[config.mk]
export PLATFORM = sky130hd
export DESIGN_NAME = gate_stream_peephole_merge_cancel
export DESIGN_NICKNAME = d
export VERILOG_FILES = /design/src/rtl/gspmc_pkg.sv /design/src/rtl/gate_stream_peephole_merge_cancel.sv
export VERILOG_INCLUDE_DIRS = /design/src /design/src/rtl
export SDC_FILE = /design/constraint.sdc
export NUM_CORES = 1
export LEC_CHECK = 0
export BUFFER_PORTS_ARGS = -buffer_cell sky130_fd_sc_hd__buf_2
export CORE_MARGIN = 10
export CORE_UTILIZATION = 41
export CTS_CLUSTER_DIAMETER = 50
export DETAILED_ROUTE_END_ITERATION = 7
export GPL_TIMING_DRIVEN = 1
export HOLD_SLACK_MARGIN = 0.15
export PLACE_DENSITY = 0.59
export SYNTH_ARGS = -nofsm -noshare
export SYNTH_HDL_FRONTEND = slang
export SYNTH_SLANG_ARGS = --single-unit
[constraint.sdc]
create_clock -name clk -period 7.3 [get_ports clk]
set_input_delay 0.365 -clock clk [delete_from_list [all_inputs] [get_ports clk]]
set_output_delay 0.365 -clock clk [all_outputs]
set_load 0.01 [all_outputs]
[src/rtl/gate_stream_peephole_merge_cancel_assert.svh]
// assertion macros for the gate stream peephole merge and cancel block
`ifndef GATE_STREAM_PEEPHOLE_MERGE_CANCEL_ASSERT_SVH
`define GATE_STREAM_PEEPHOLE_MERGE_CANCEL_ASSERT_SVH

// clocked check, switched off while reset is applied
`define GSPMC_ASSERT_CLK(label, prop, msg) \
    label: assert property (@(posedge clk) disable iff (!rst_n) prop) else $error(msg);

// clocked check that also holds during reset
`define GSPMC_ASSERT_ALWAYS(label, prop, msg) \
    label: assert property (@(posedge clk) prop) else $error(msg);

`endif

[src/rtl/gspmc_pkg.sv]
// shared types and constants for the gate stream peephole merge and cancel block
`default_nettype none

package gspmc_pkg;

    localparam int unsigned QUBIT_BITS = 10;
    localparam int unsigned ANGLE_BITS = 32;
    localparam int unsigned KIND_BITS  = 4;

    localparam logic [KIND_BITS-1:0] KIND_I    = 4'd0;
    localparam logic [KIND_BITS-1:0] KIND_X    = 4'd1;
    localparam logic [KIND_BITS-1:0] KIND_Y    = 4'd2;
    localparam logic [KIND_BITS-1:0] KIND_Z    = 4'd3;
    localparam logic [KIND_BITS-1:0] KIND_H    = 4'd4;
    localparam logic [KIND_BITS-1:0] KIND_RX   = 4'd5;
    localparam logic [KIND_BITS-1:0] KIND_RY   = 4'd6;
    localparam logic [KIND_BITS-1:0] KIND_RZ   = 4'd7;
    localparam logic [KIND_BITS-1:0] KIND_CNOT = 4'd8;
    localparam logic [KIND_BITS-1:0] KIND_CZ   = 4'd9;
    localparam logic [KIND_BITS-1:0] KIND_SWAP = 4'd10;

    typedef struct packed {
        logic [KIND_BITS-1:0]  gate_kind;
        logic [QUBIT_BITS-1:0] first_qubit;
        logic [QUBIT_BITS-1:0] second_qubit;
        logic                  parameterized;
        logic [ANGLE_BITS-1:0] angle;
        logic                  end_of_circuit;
    } gate_in_t;

    typedef struct packed {
        logic [KIND_BITS-1:0]  out_kind;
        logic [QUBIT_BITS-1:0] out_first_qubit;
        logic [QUBIT_BITS-1:0] out_second_qubit;
        logic                  out_parameterized;
        logic [ANGLE_BITS-1:0] out_angle;
        logic                  gate_present;
        logic                  out_last;
    } gate_out_t;

endpackage

`default_nettype wire

[src/rtl/gate_stream_peephole_merge_cancel.sv]
// top level of the gate stream peephole merge and cancel block
`default_nettype none

// gate stream peephole merge and cancel
//
// gate / gate_valid / gate_ready carry one gate request per accepted cycle.
// result / result_valid / result_ready carry the emitted gates, in order.
// one gate is held back so that a following rotation of the same kind on the
// same first qubit can be merged into it, or a following equal X, Y, Z or H
// gate can cancel it; identity gates are dropped and flush the held gate
// each request yields zero, one or two results, decided in the accept cycle
// and written into a three entry result queue; the queue is registered and
// the output shows its head entry, so results leave in order
// a request is taken whenever the queue holds at most one result, so the block
// runs at one request per cycle while results are taken at that rate; a request
// that yields two results takes an extra queue entry
// the end of circuit request flushes the held gate, or produces an empty end
// marker when nothing is left, and the final result carries out_last
// reset empties the queue and drops the held gate; a stalled receiver fills the
// queue and gate_ready falls until results are taken again

module gate_stream_peephole_merge_cancel (
    input  wire                        clk,
    input  wire                        rst_n,
    input  wire gspmc_pkg::gate_in_t   gate,
    input  wire                        gate_valid,
    output logic                       gate_ready,
    output gspmc_pkg::gate_out_t       result,
    output logic                       result_valid,
    input  wire                        result_ready
);

    localparam int unsigned QUEUE_DEPTH = 3;

    // held gate
    logic                                held_valid_reg;
    logic                                held_valid_next;
    logic [gspmc_pkg::KIND_BITS-1:0]     held_kind_reg;
    logic [gspmc_pkg::KIND_BITS-1:0]     held_kind_next;
    logic [gspmc_pkg::QUBIT_BITS-1:0]    held_first_qubit_reg;
    logic [gspmc_pkg::QUBIT_BITS-1:0]    held_first_qubit_next;
    logic [gspmc_pkg::QUBIT_BITS-1:0]    held_second_qubit_reg;
    logic [gspmc_pkg::QUBIT_BITS-1:0]    held_second_qubit_next;
    logic                                held_parameterized_reg;
    logic                                held_parameterized_next;
    logic [gspmc_pkg::ANGLE_BITS-1:0]    held_angle_reg;
    logic [gspmc_pkg::ANGLE_BITS-1:0]    held_angle_next;

    // result queue, head at entry 0
    gspmc_pkg::gate_out_t queue_reg  [QUEUE_DEPTH];
    gspmc_pkg::gate_out_t queue_next [QUEUE_DEPTH];
    gspmc_pkg::gate_out_t shifted    [QUEUE_DEPTH];
    logic [1:0]           count_reg;
    logic [1:0]           count_next;

    // decode of the incoming request
    logic                              accept;
    logic                              pop;
    logic [gspmc_pkg::ANGLE_BITS-1:0]  in_angle;
    logic                              is_rot;
    logic                              is_inv;
    logic                              same;
    logic                              emit_held;
    logic                              emit_in;
    logic                              emit_flush;
    gspmc_pkg::gate_out_t              rec_held;
    gspmc_pkg::gate_out_t              rec_in;
    gspmc_pkg::gate_out_t              rec_flush;
    gspmc_pkg::gate_out_t              rec_marker;
    gspmc_pkg::gate_out_t              rec_a;
    gspmc_pkg::gate_out_t              rec_b;
    logic [1:0]                        push_count;
    logic [1:0]                        write_base;

    assign accept       = gate_valid && gate_ready;
    assign pop          = result_valid && result_ready;
    assign gate_ready   = (count_reg <= 2'd1);
    assign result_valid = (count_reg != 2'd0);
    assign result       = queue_reg[0];

    assign in_angle = gate.parameterized ? gate.angle : '0;
    assign is_rot   = gate.parameterized
                      && (gate.gate_kind >= gspmc_pkg::KIND_RX)
                      && (gate.gate_kind <= gspmc_pkg::KIND_RZ);
    assign is_inv   = !gate.parameterized
                      && (gate.gate_kind >= gspmc_pkg::KIND_X)
                      && (gate.gate_kind <= gspmc_pkg::KIND_H);
    assign same     = held_valid_reg
                      && (held_kind_reg == gate.gate_kind)
                      && (held_first_qubit_reg == gate.first_qubit);

    // held gate update and the gates emitted in the main step
    always_comb
    begin
        held_valid_next         = held_valid_reg;
        held_kind_next          = held_kind_reg;
        held_first_qubit_next   = held_first_qubit_reg;
        held_second_qubit_next  = held_second_qubit_reg;
        held_parameterized_next = held_parameterized_reg;
        held_angle_next         = held_angle_reg;
        emit_held               = 1'b0;
        emit_in                 = 1'b0;
        emit_flush              = 1'b0;
        if (accept)
        begin
            if (gate.gate_kind == gspmc_pkg::KIND_I)
            begin
                // identity: dropped, flushes the held gate
                emit_held       = held_valid_reg;
                held_valid_next = 1'b0;
            end
            else if (same && is_rot && held_parameterized_reg)
            begin
                // merge rotation, angle wraps modulo one turn
                held_angle_next        = held_angle_reg + in_angle;
                held_second_qubit_next = gate.second_qubit;
            end
            else if (same && is_inv && !held_parameterized_reg)
            begin
                // equal self inverse pair cancels
                held_valid_next = 1'b0;
            end
            else
            begin
                emit_held = held_valid_reg;
                if (is_rot || is_inv)
                begin
                    held_valid_next         = 1'b1;
                    held_kind_next          = gate.gate_kind;
                    held_first_qubit_next   = gate.first_qubit;
                    held_second_qubit_next  = gate.second_qubit;
                    held_parameterized_next = gate.parameterized;
                    held_angle_next         = in_angle;
                end
                else
                begin
                    held_valid_next = 1'b0;
                    emit_in         = 1'b1;
                end
            end
            // end of circuit flushes whatever is still held
            if (gate.end_of_circuit && held_valid_next)
            begin
                emit_flush      = 1'b1;
                held_valid_next = 1'b0;
            end
        end
    end

    // candidate result records
    always_comb
    begin
        rec_held.out_kind          = held_kind_reg;
        rec_held.out_first_qubit   = held_first_qubit_reg;
        rec_held.out_second_qubit  = held_second_qubit_reg;
        rec_held.out_parameterized = held_parameterized_reg;
        rec_held.out_angle         = held_parameterized_reg ? held_angle_reg : '0;
        rec_held.gate_present      = 1'b1;
        rec_held.out_last          = 1'b0;

        rec_in.out_kind            = gate.gate_kind;
        rec_in.out_first_qubit     = gate.first_qubit;
        rec_in.out_second_qubit    = gate.second_qubit;
        rec_in.out_parameterized   = gate.parameterized;
        rec_in.out_angle           = in_angle;
        rec_in.gate_present        = 1'b1;
        rec_in.out_last            = 1'b0;

        // flush uses the held gate as it stands after this request
        rec_flush.out_kind          = held_kind_next;
        rec_flush.out_first_qubit   = held_first_qubit_next;
        rec_flush.out_second_qubit  = held_second_qubit_next;
        rec_flush.out_parameterized = held_parameterized_next;
        rec_flush.out_angle         = held_parameterized_next ? held_angle_next : '0;
        rec_flush.gate_present      = 1'b1;
        rec_flush.out_last          = 1'b0;

        rec_marker                  = '0;
        rec_marker.out_kind         = gspmc_pkg::KIND_I;
    end

    // order the emitted records into at most two slots
    always_comb
    begin
        if (emit_held)
        begin
            rec_a = rec_held;
        end
        else if (emit_in)
        begin
            rec_a = rec_in;
        end
        else if (emit_flush)
        begin
            rec_a = rec_flush;
        end
        else
        begin
            rec_a = rec_marker;
        end

        if (emit_held && emit_in)
        begin
            rec_b = rec_in;
        end
        else
        begin
            rec_b = rec_flush;
        end

        push_count = {1'b0, emit_held} + {1'b0, emit_in} + {1'b0, emit_flush};
        if (accept && gate.end_of_circuit && (push_count == 2'd0))
        begin
            push_count = 2'd1;
        end

        // final result of the circuit
        if (gate.end_of_circuit)
        begin
            if (push_count == 2'd2)
            begin
                rec_b.out_last = 1'b1;
            end
            else
            begin
                rec_a.out_last = 1'b1;
            end
        end
    end

    // queue update: shift on pop, append behind what remains
    always_comb
    begin
        write_base = count_reg - {1'b0, pop};
        for (int i = 0; i < QUEUE_DEPTH; i++)
        begin
            if (pop && (i < QUEUE_DEPTH - 1))
            begin
                shifted[i] = queue_reg[i + 1];
            end
            else
            begin
                shifted[i] = queue_reg[i];
            end
        end
        for (int i = 0; i < QUEUE_DEPTH; i++)
        begin
            queue_next[i] = shifted[i];
            if ((push_count != 2'd0) && (2'(i) == write_base))
            begin
                queue_next[i] = rec_a;
            end
            if ((push_count == 2'd2) && (2'(i) == write_base + 2'd1))
            begin
                queue_next[i] = rec_b;
            end
        end
        count_next = write_base + (accept ? push_count : 2'd0);
    end

    always_ff @(posedge clk or negedge rst_n)
    begin
        if (!rst_n)
        begin
            held_valid_reg <= 1'b0;
            count_reg      <= 2'd0;
        end
        else
        begin
            held_valid_reg <= held_valid_next;
            count_reg      <= count_next;
        end
    end

    always_ff @(posedge clk)
    begin
        held_kind_reg          <= held_kind_next;
        held_first_qubit_reg   <= held_first_qubit_next;
        held_second_qubit_reg  <= held_second_qubit_next;
        held_parameterized_reg <= held_parameterized_next;
        held_angle_reg         <= held_angle_next;
        for (int i = 0; i < QUEUE_DEPTH; i++)
        begin
            queue_reg[i] <= queue_next[i];
        end
    end

    // checks
`include "gate_stream_peephole_merge_cancel_assert.svh"

    `GSPMC_ASSERT_CLK(a_end_gives_result,
        (accept && gate.end_of_circuit) |=> result_valid,
        "end of circuit request produced no result")
    `GSPMC_ASSERT_CLK(a_end_clears_held,
        (accept && gate.end_of_circuit) |=> !held_valid_reg,
        "gate still held after end of circuit")
    `GSPMC_ASSERT_CLK(a_marker_is_last,
        (result_valid && !result.gate_present) |-> (result.out_last
            && (result.out_kind == gspmc_pkg::KIND_I) && !result.out_parameterized),
        "empty end marker malformed")

endmodule

`default_nettype wire
Word-level counts from Yosys, hierarchy flattened
Memories as Yosys holds them, arrays and structs flattened.
Index checks and enable logic that the tools add are counted.
Widths: inputs -> output; s select.
- add/sub/neg operators: 6
- magnitude comparators: 5
- equal/unequal tests: 7
- mux-type cells: 63
- reductions and logical operators: 31
- operators with widths (operator ; count):
    $mux 59 ; 12
    $mux 32 ; 8
    $mux 10 ; 10
    $add 32x32->32 ; 1
    $mux 1 ; 26
    $logic_and 1x1->1 ; 22
    $mux 4 ; 5
    $eq 10x10->1 ; 1
    $le 4x3->1 const B ; 2
    $logic_not 2->1 ; 3
    $eq 1x2->1 const A ; 2
    $eq 2x2->1 const A ; 2
    $eq 4x4->1 ; 1
    $ge 4x1->1 const B ; 1
    $ge 4x3->1 const B ; 1
    $logic_not 4->1 ; 1
    $mux 2 ; 2
    $reduce_bool 2->1 ; 2
    $add 1x1->2 ; 1
    $add 2x1->2 ; 1
    $add 2x1->2 const B ; 1
    $add 2x2->2 ; 1
    $eq 2x2->1 const B ; 1
    $le 2x1->1 const B ; 1
    3 further kinds ; 4
- register bits after elaboration: 60
- memory bits (writable): 177
- input bits: 62
- logic and storage cells: 120
- memories kept: 1
- memory list (name ; depth ; width ; rd ports ; clocked after memory_dff ; write ports ; line ; source):
    queue_reg ; 3 ; 59 ; 3 ; 0 ; 3 ; gate_stream_peephole_merge_cancel.sv:50 ; gspmc_pkg::gate_out_t queue_reg [QUEUE_DEPTH];

Depth between registers and ports, before layout
Gate-level depths: netlist (run 1).
- depth in word-level cells: 21
- mapped depth: 16
- depth with buffers taken out: 14

Worst setup path before layout (run 1)
No wires, ideal clock.
- kind: input -> register
- start point: input gate[57] (netlist name)
- end point: memory queue_reg[0][100] (netlist name), enable pin
- arrival time: 4.748 ns
- data required time: 6.883 ns
- setup slack: 2.135 ns
- cell stages on the path: 14
- cell sequence: buf_6 -> nor2b_1 -> nand4_2 -> nor4_4 -> a21oi_2 -> clkinv_1 -> buf_1 -> fa_1 -> and3_1 -> clkbuf_1 -> nor3_1 -> nor2_1 -> clkbuf_1 -> nand2_1
- RTL lines (element ; line ; source):
    from (decl) ; gate_stream_peephole_merge_cancel.sv:25 ; input wire gspmc_pkg::gate_in_t gate,
    to (decl) ; gate_stream_peephole_merge_cancel.sv:50 ;

==> metrics.md, run 1 <==
| Metric | Value |
|---|---|
| Worst min path class | primary input to register |
| Clock power frac | approximately a quarter |
| Sw Ratio | between 40% and 50% |
| Via density per instance | 6.45 |
| CTS clk-pin slew, worst paths | about 0.050 ns |
| Vias | roughly 14000 |
| CTS root buffer | clkbuf_16 |
| Largest register FFs | about 180 |
| Setup Fix Bufs, Post-CTS | 0 |
| Synth area leaders | edfxtp_1, dfxtp_1, nand2_1, o21ai_0, a21oi_1 |
| Final setup violating endpoints | 0 |
| Avg Inst Size Synth | approximately 9.3 µm² |
| GR Util met2 | ~38% |
| CP endpoint kind | register |
| Avg WL per Cell | ~26 µm |
| DIE AREA | roughly 44000 µm² |
| Setup CP Type | primary input to register |
| CTS H-Tree Depth | 2 |
| Fin nets | 1724 |
| Post-Synthesis Cells | 1595 |
| Hold buffers post-CTS | 24 |
| Total GRT Usage | a little under a quarter |
| Syn_nets | 1692 |
| Top delay family on crit path | simple AND/OR/NAND/NOR gates |
| Post-Route Skew | 0.0119 ns |
| Count of different cell masters after synthesis | 86 |
| CP endpoint | queue_reg[0][10] |
| Prevailing post-synth register cell | edfxtp_1 |
| R2r startpoint | held_first_qubit_reg[0] |
| Relative slew slack | between 15 and 20% |
| CP max-delay cell | nor2_1 |
| Initial drt markers | ~1700 |
| Post-route DRC | 4 |
| Register bit count reported by yosys | 237 |
| Critical Path Start | gate[52] |
| Status | finished, violations left |
| Startpoint types | primary input |
| Max stage delay on crit path | a little under 0.8 ns |
| Most frequent cells after synthesis | nand2_1, edfxtp_1, o21ai_0 |
| Area growth from synthesis to layout | 13.8% |
| Worst-Margin Slew | 1.23 ns |
| Synth Cell Area | ~15000 µm² |
| Diode count | 0 |
| Die Width | ~210 µm |
| Clk_lat worst skew | around 0.54 ns |
| Row cnt | just under 70 |
| Initial antenna violation count | 2 |
| Failing checks | design-rule violations |
| Final ANT Viol Nets | 0 |
| Critical path peak fanout | 54 |
| Routability cong. | roughly 0.94 |
| Max_cap viols | 0 |
| Tmin final | 5.12 ns |
| Num CTS Buffers | 36 |
| Share of total power in combinational logic | 41.6% |
| GRT met3 Usage | under 10% |
| Critical Path, Cell by Cell | dlygate4sd3_1 > buf_2 > xnor2_1 > nand4_1 > or4_1 > o2111ai_2 > fa_1 > and3_1 > nor2_1 > nor2_4 > buf_4 > a222oi_1 > o311ai_0 |
| Dpl hpwl | 34600 µm |
| CTS resizes | 0 |
| Die Ht | ~210 µm |
| Share of cells above drive strength 1 | between 15 and 20% |
| IO Count | about 120 |
| Levels on crit path | 13 |
| Synth top area share | between 30% and 40% |
| Final hold violations | 0 |
| Cell Area, Placed | 15400 µm² |
| EDFF count, synth | 174 |
| Most common cell in the netlist | nand2_1 |
| Seq/Total Area, Yosys | between 40 and 50% |
| CTS tree | done |
| Largest net degree at the start of global routing | 70 |
| IO Port Bufs | 122 |
| GR peak layer | met2 |
| Fraction of registers with async set/reset | 1.27% |
| Psw | roughly 0.003 W |
| Setup_tns | 0 ns |
| Initial Util | a little over two fifths |
| PwrDens | between 400 and 500 nW/µm² |
| Met1 usage | a little under a third |
| First-pass GRT wire length | 82500 µm |
| R2R depth | 11 |
| CP required | between 7 and 8 ns |
| Tcrit/Tclk final | between 70% and 80% |
| Slew Viols, Final | 0 |
| Worst R2R End | queue_reg[0][10] |
| Maximum vdd drop | just under 0.2 mV |
| FF-to-FF setup slack | ~2.4 ns |
| Pre-antenna DRT Iters | 8 |
| Reg power frac | 34.0% |
| Worst-case clock buffer depth | 3 |
| P_leak | 6.54 nW |
| Finished Cell Area | ~17000 µm² |
| Syn. warnings | 0 |
| Final WL | between 50000 and 60000 µm |
| CTS Sinks | around 240 |
| CP Data Arrival Time | around 5.4 ns |
| Unrepaired setup endpoints after global routing | no |
| Vias in the first global route | 13400 |
| Leading area contributor after synthesis | edfxtp_1 |
| GRT overflow | 0 |
| CP Buf/Inv Count | 3 |
| Internal power | ~0.0044 W |
| WHS | approximately 0.18 ns |
| Fmax | between 150 and 200 MHz |
| CORE AREA | 35700 µm² |
[placed cells by master, fill, tap and decap left out, types with 6 or more instances in the layout]
master	n
a222oi_1	28
clkbuf_16	36
nor2b_1	7
inv_1	40
xnor2_1	32
o211ai_1	20
a211oi_1	13
a31oi_1	12
xor2_1	10
a21oi_1	104
edfxtp_1	174
dfxtp_1	60
and2_1	26
nor3_1	19
o22ai_1	77
mux2i_1	27
buf_2	122
a221o_1	7
nand3_1	27
a221oi_1	7
ha_1	33
nor2_1	69
o21bai_1	11
a22oi_1	63
nand4_1	13
clkinvlp_4	6
a22o_1	7
o21a_1	9
nand2_1	204
dlygate4sd3_1	24
o22a_1	8
o21ai_0	106
buf_4	38
and3_1	6
o221ai_1	44
a21o_1	31
mux2_2	10
[how the worst min path moves through the flow]
stage / from / to / slack [ns] / cells past startpoint
floorplan: rst_n / count_reg[0] / 0.07 / 0
global placement: rst_n / held_valid_reg / 0.19 / 1
detailed placement: rst_n / held_valid_reg / 0.18 / 1
CTS: rst_n / count_reg[0] / 0.16 / 2
global route: rst_n / count_reg[0] / 0.17 / 2
finish: gate_valid / count_reg[1] / 0.18 / 3
[through the flow]
stage / utilization [%] / cells / setup WS, ns / power [W]
global route: 47.5 / 2116 / 1.93 / 0.00779
CTS: 47.5 / 2116 / 2.19 / 0.00736
finish: 47.5 / 2116 / 2.18 / 0.00738
global placement: 43.3 / 2026 / 2.34 / 0.00549
floorplan: - / 1595 / 2.14 / 0.00470
detailed placement: 43.3 / 2026 / 2.21 / 0.00553
[power groups by stage]
stage | logic [W] | clock network (W) | registers (W)
2_1_floorplan | 0.00227 | 0 | 0.00244
3_3_place_gp | 0.00298 | 0 | 0.00251
5_1_grt | 0.00334 | 0.00189 | 0.00256
3_5_place_dp | 0.00301 | 0 | 0.00252
6_report | 0.00307 | 0.00180 | 0.00251
4_1_cts | 0.00304 | 0.00182 | 0.00250
[worst reg2reg max path: stages, from the launching register on]
cell	delay [ns]
dfxtp_1	0.34
xnor2_1	0.30
nand4_2	0.19
or4_1	0.74
o2111ai_2	0.40
fa_1	0.51
and3_1	0.23
nor2_1	0.79
nor2_4	0.09
buf_4	0.42
a222oi_1	0.44
o311ai_0	0.17
[final cells by class]
class,count,area [µm²]
Inverter,41,154
Timing Repair Buffer,184,1140
Tap cell,461,577
Multi-Input combinational cell,1127,7320
Fill cell,3386,18700
Clock inverter,24,303
Sequential cell,237,6500
Clock buffer,42,933
[routing by layer]
layer | vias to the layer above | wire, µm
met2 | 781 | 24900
met5 | - | 23
met4 | 4 | 1470
li1 | 6133 | -
met1 | 6632 | 23000
met3 | 105 | 5440
[cell families (layout without fill, tap and decap cells)]
| kind of cell | count (synthesis) | count (layout) | share of synthesized area (%) |
|---|---|---|---|
| buf+inv | 231 | 291 | 7.56 |
| flops | 237 | 237 | 43.7 |
| compound gates | 597 | 597 | 27.7 |
| xor+xnor | 44 | 44 | 2.69 |
| mux | 37 | 37 | 2.58 |
| fa+ha+maj | 35 | 35 | 3.05 |
| simple gates | 414 | 414 | 12.7 |
Power figures use the tool's default switching activity.
==> run 2, diff against run 1 <==
Settings changed: PLACE_DENSITY 0.59 to 0.61.
Clock period 7.3 ns to 4.7 ns, I/O delays scaled along.
==> run 2 against run 1 <==
The flow now finishes without violations. Register-to-register slack got worse by 2.0 ns. Sequential share of layout area is 0.33 points lower. Clock-buffer cell count grew 3. Clock skew grew 0.0097 ns. Worst hold slack improved by 0.0037 ns. Die area did not move. Worst setup slack got worse by 1.9 ns. Core utilization rose by 0.41 points. Routed wire length decreased by 0.48%. Critical endpoint is now queue_reg[0][25].
==> metrics.md, run 2 (synthesized netlist as in run 1, its figures left out) <==
| Metric | Value |
|---|---|
| Status | complete, no violations |
| CP Data Arrival Time | 4.63 ns (-0.74 ns) |
| CTS Sinks | 237 (unchanged) |
| Avg WL per Cell | 25.5 µm (-1.7%) |
| CP required | 4.91 ns (-2.64 ns) |
| PwrDens | 663 nW/µm² (+52%) |
| Total GRT Usage | 23.7% (-0.25 points) |
| Post-route DRC | 0 (-4) |
| Critical Path Start | gate[45] |
| P_leak | 6.66 nW (+1.8%) |
| Dpl ws | 0.448 ns (-1.76 ns) |
| Diode count | 0 (unchanged) |
| Via density per instance | 6.48 (+0.36%) |
| Pre-antenna DRT Iters | 6 (-2) |
| Fmax | 226 MHz |
| CP endpoint kind | register |
| Dpl hpwl | 36400 µm (+5.1%) |
| WHS | 0.182 ns (+0.00370 ns) |
| Max stage delay on crit path | 0.79 ns (about the same) |
| Final setup margin | 0.275 ns (-1.90 ns) |
| Final WL | 54500 µm (-0.48%) |
| Initial Util | 41.7% (unchanged) |
| Cell Count, Final, Fillers Out | 2142 (+1.2%) |
| Most frequent cells in the layout | nand2_1, edfxtp_1, buf_2, o21ai_0, a21oi_1 |
| Worst-case clock buffer depth | 3 (unchanged) |
| CTS clk-pin slew, worst paths | 0.06 ns (about the same) |
| GRT overflow | 0 (unchanged) |
| Initial drt markers | 1699 (-0.82%) |
| Initial antenna violation count | 1 (-1) |
| Relative slew slack | 36.9% (+19 points) |
| CORE AREA | 35700 µm² (unchanged) |
| Die Width | 210 µm (unchanged) |
| Final ANT Viol Nets | 0 (unchanged) |
| DIE AREA | 44300 µm² (unchanged) |
| Worst min path class | primary input to register |
| Setup CP Type | primary input to register |
| R2R depth | 9 (-2) |
| Unrepaired setup endpoints after global routing | no |
| Critical path peak fanout | 42 (-22%) |
| Fin nets | 1752 (+1.6%) |
| Fill cell count | 3347 (-1.2%) |
| Slew Viols, Final | 0 (unchanged) |
| Row cnt | 69 (unchanged) |
| CTS H-Tree Depth | 2 (unchanged) |
| Largest register FFs | 177 (unchanged) |
| IO Port Bufs | 122 (unchanged) |
| Placed Instances | 2053 (+1.3%) |
| R2r startpoint | held_first_qubit_reg[1] |
| Worst R2R End | queue_reg[0][25] |
| Final hold violations | 0 (unchanged) |
| Commonest non-fill, non-tap cell in the layout | nand2_1 |
| Post-Route Skew | 0.0216 ns (+0.00967 ns) |
| Vias in the first global route | 13600 (+1.2%) |
| CP endpoint | queue_reg[0][25] |
| Tmin final | ~4.4 ns |
| CTS tree | done |
| Startpoint types | primary input |
| Clk_lat worst skew | 0.53 ns (about the same) |
| Max_cap viols | 0 (unchanged) |
| Area growth from synthesis to layout | 14.8% |
| Vias | 13900 (+1.6%) |
| Share of cells above drive strength 1 | 17.2% (+1.0 points) |
| Worst-Margin Slew | 0.946 ns (-0.281 ns) |
| CTS root buffer | clkbuf_16 |
| FF-to-FF setup slack | 0.34 ns (-2.04 ns) |
| Setup_tns | 0 ns (unchanged) |
| IO Count | 123 (unchanged) |
| Num CTS Buffers | 34 (-5.6%) |
| Largest net degree at the start of global routing | 43 (-39%) |
| CP max-delay cell | o311ai_0 |
| Maximum vdd drop | 0.405 mV (+110%) |
| Tcrit/Tclk final | between 90% and 100% |
| Die Ht | 210 µm (unchanged) |
| Critical Path, Cell by Cell | dlygate4sd3_1 > buf_2 > xnor2_1 > nand4_1 > or4_1 > o2111ai_2 > fa_1 > nand3_1 > nand3_2 > buf_4 > o311ai_0 |
| First-pass GRT wire length | 82100 µm (-0.54%) |
| Final setup violating endpoints | 0 (unchanged) |
| Routability cong. | 0.949 (+0.90%) |
-- run 2: cell count changes in the layout (fill, tap and decap cells not counted), moves of 3 or more --
cell           delta
inv_6             +3
clkinvlp_4        -5
buf_4            +23
buf_12            +4
dlygate4sd3_1     +3
bufinv_16         -4
-- run 2: worst min path at each step --
stage | startpoint | to | slack [ns] | cells after the start
3_3_place_gp | rst_n | held_valid_reg | 0.05 | 1
4_1_cts | gate[24] | held_angle_reg[23] | 0.16 | 3
3_5_place_dp | rst_n | held_valid_reg | 0.05 | 1
6_report | gate[24] | held_angle_reg[23] | 0.18 | 3
2_1_floorplan | rst_n | count_reg[0] | -0.06 | 0
5_1_grt | gate[24] | held_angle_reg[23] | 0.19 | 3
-- run 2: where the power goes --
part	switching (W)	leakage, nW	internal [W]	total, W
clock network	0.00103	0.543	0.00150	0.00253
logic	0.00316	3.85	0.00175	0.00491
registers	0.000439	2.26	0.00343	0.00387
total	0.00464	6.66	0.00668	0.0113
-- run 2: final cells by class --
type | instances | area (µm²) | share of cell area, %
clock inverter | 17 | 163 | 0.953
inverter | 41 | 154 | 0.902
tap | 461 | 577 | 3.38
multi-input combinational | 1127 | 7310 | 42.8
timing repair buffer | 214 | 1420 | 8.31
clock buffer | 45 | 943 | 5.53
sequential | 237 | 6500 | 38.1
-- run 2: timing repair --
item | 4_1_cts | 5_1_grt
hold endpoints to repair | 30 | 0
hold buffers | 27 | 0
endpoints found under the setup margin | 0 | 0
setup buffers | 0 | 0
gates resized for setup | 0 | 0
-- run 2: per-layer routing --
layer | vias to the layer above | global-route usage [%] | share of wire (%)
met5 | - | 0 | 0.022
met4 | 2 | 8.29 | 3.0
met3 | 131 | 4.29 | 9.7
met2 | 825 | 37.3 | 45
met1 | 6736 | 32.0 | 42
li1 | 6179 | - | -
-- run 2: stage by stage --
step           util (%)  cell area [µm²]  power [W]
2_1_floorplan         -            14900    0.00729
3_3_place_gp       44.0            15700    0.00861
3_5_place_dp       44.0            15700    0.00868
4_1_cts            47.9            17100     0.0113
5_1_grt            47.9            17100     0.0119
6_report           47.9            17100     0.0113
-- run 2: critical path: cells and delay by family --
family                     cells  cell delay (ns)
and+or+nand+nor                4             1.38
adders and majority gates      1             0.49
buffers and inverters          3             1.10
xor gates and xnor gates       1             0.33
AOI/OAI and AO/OA              2             1.09
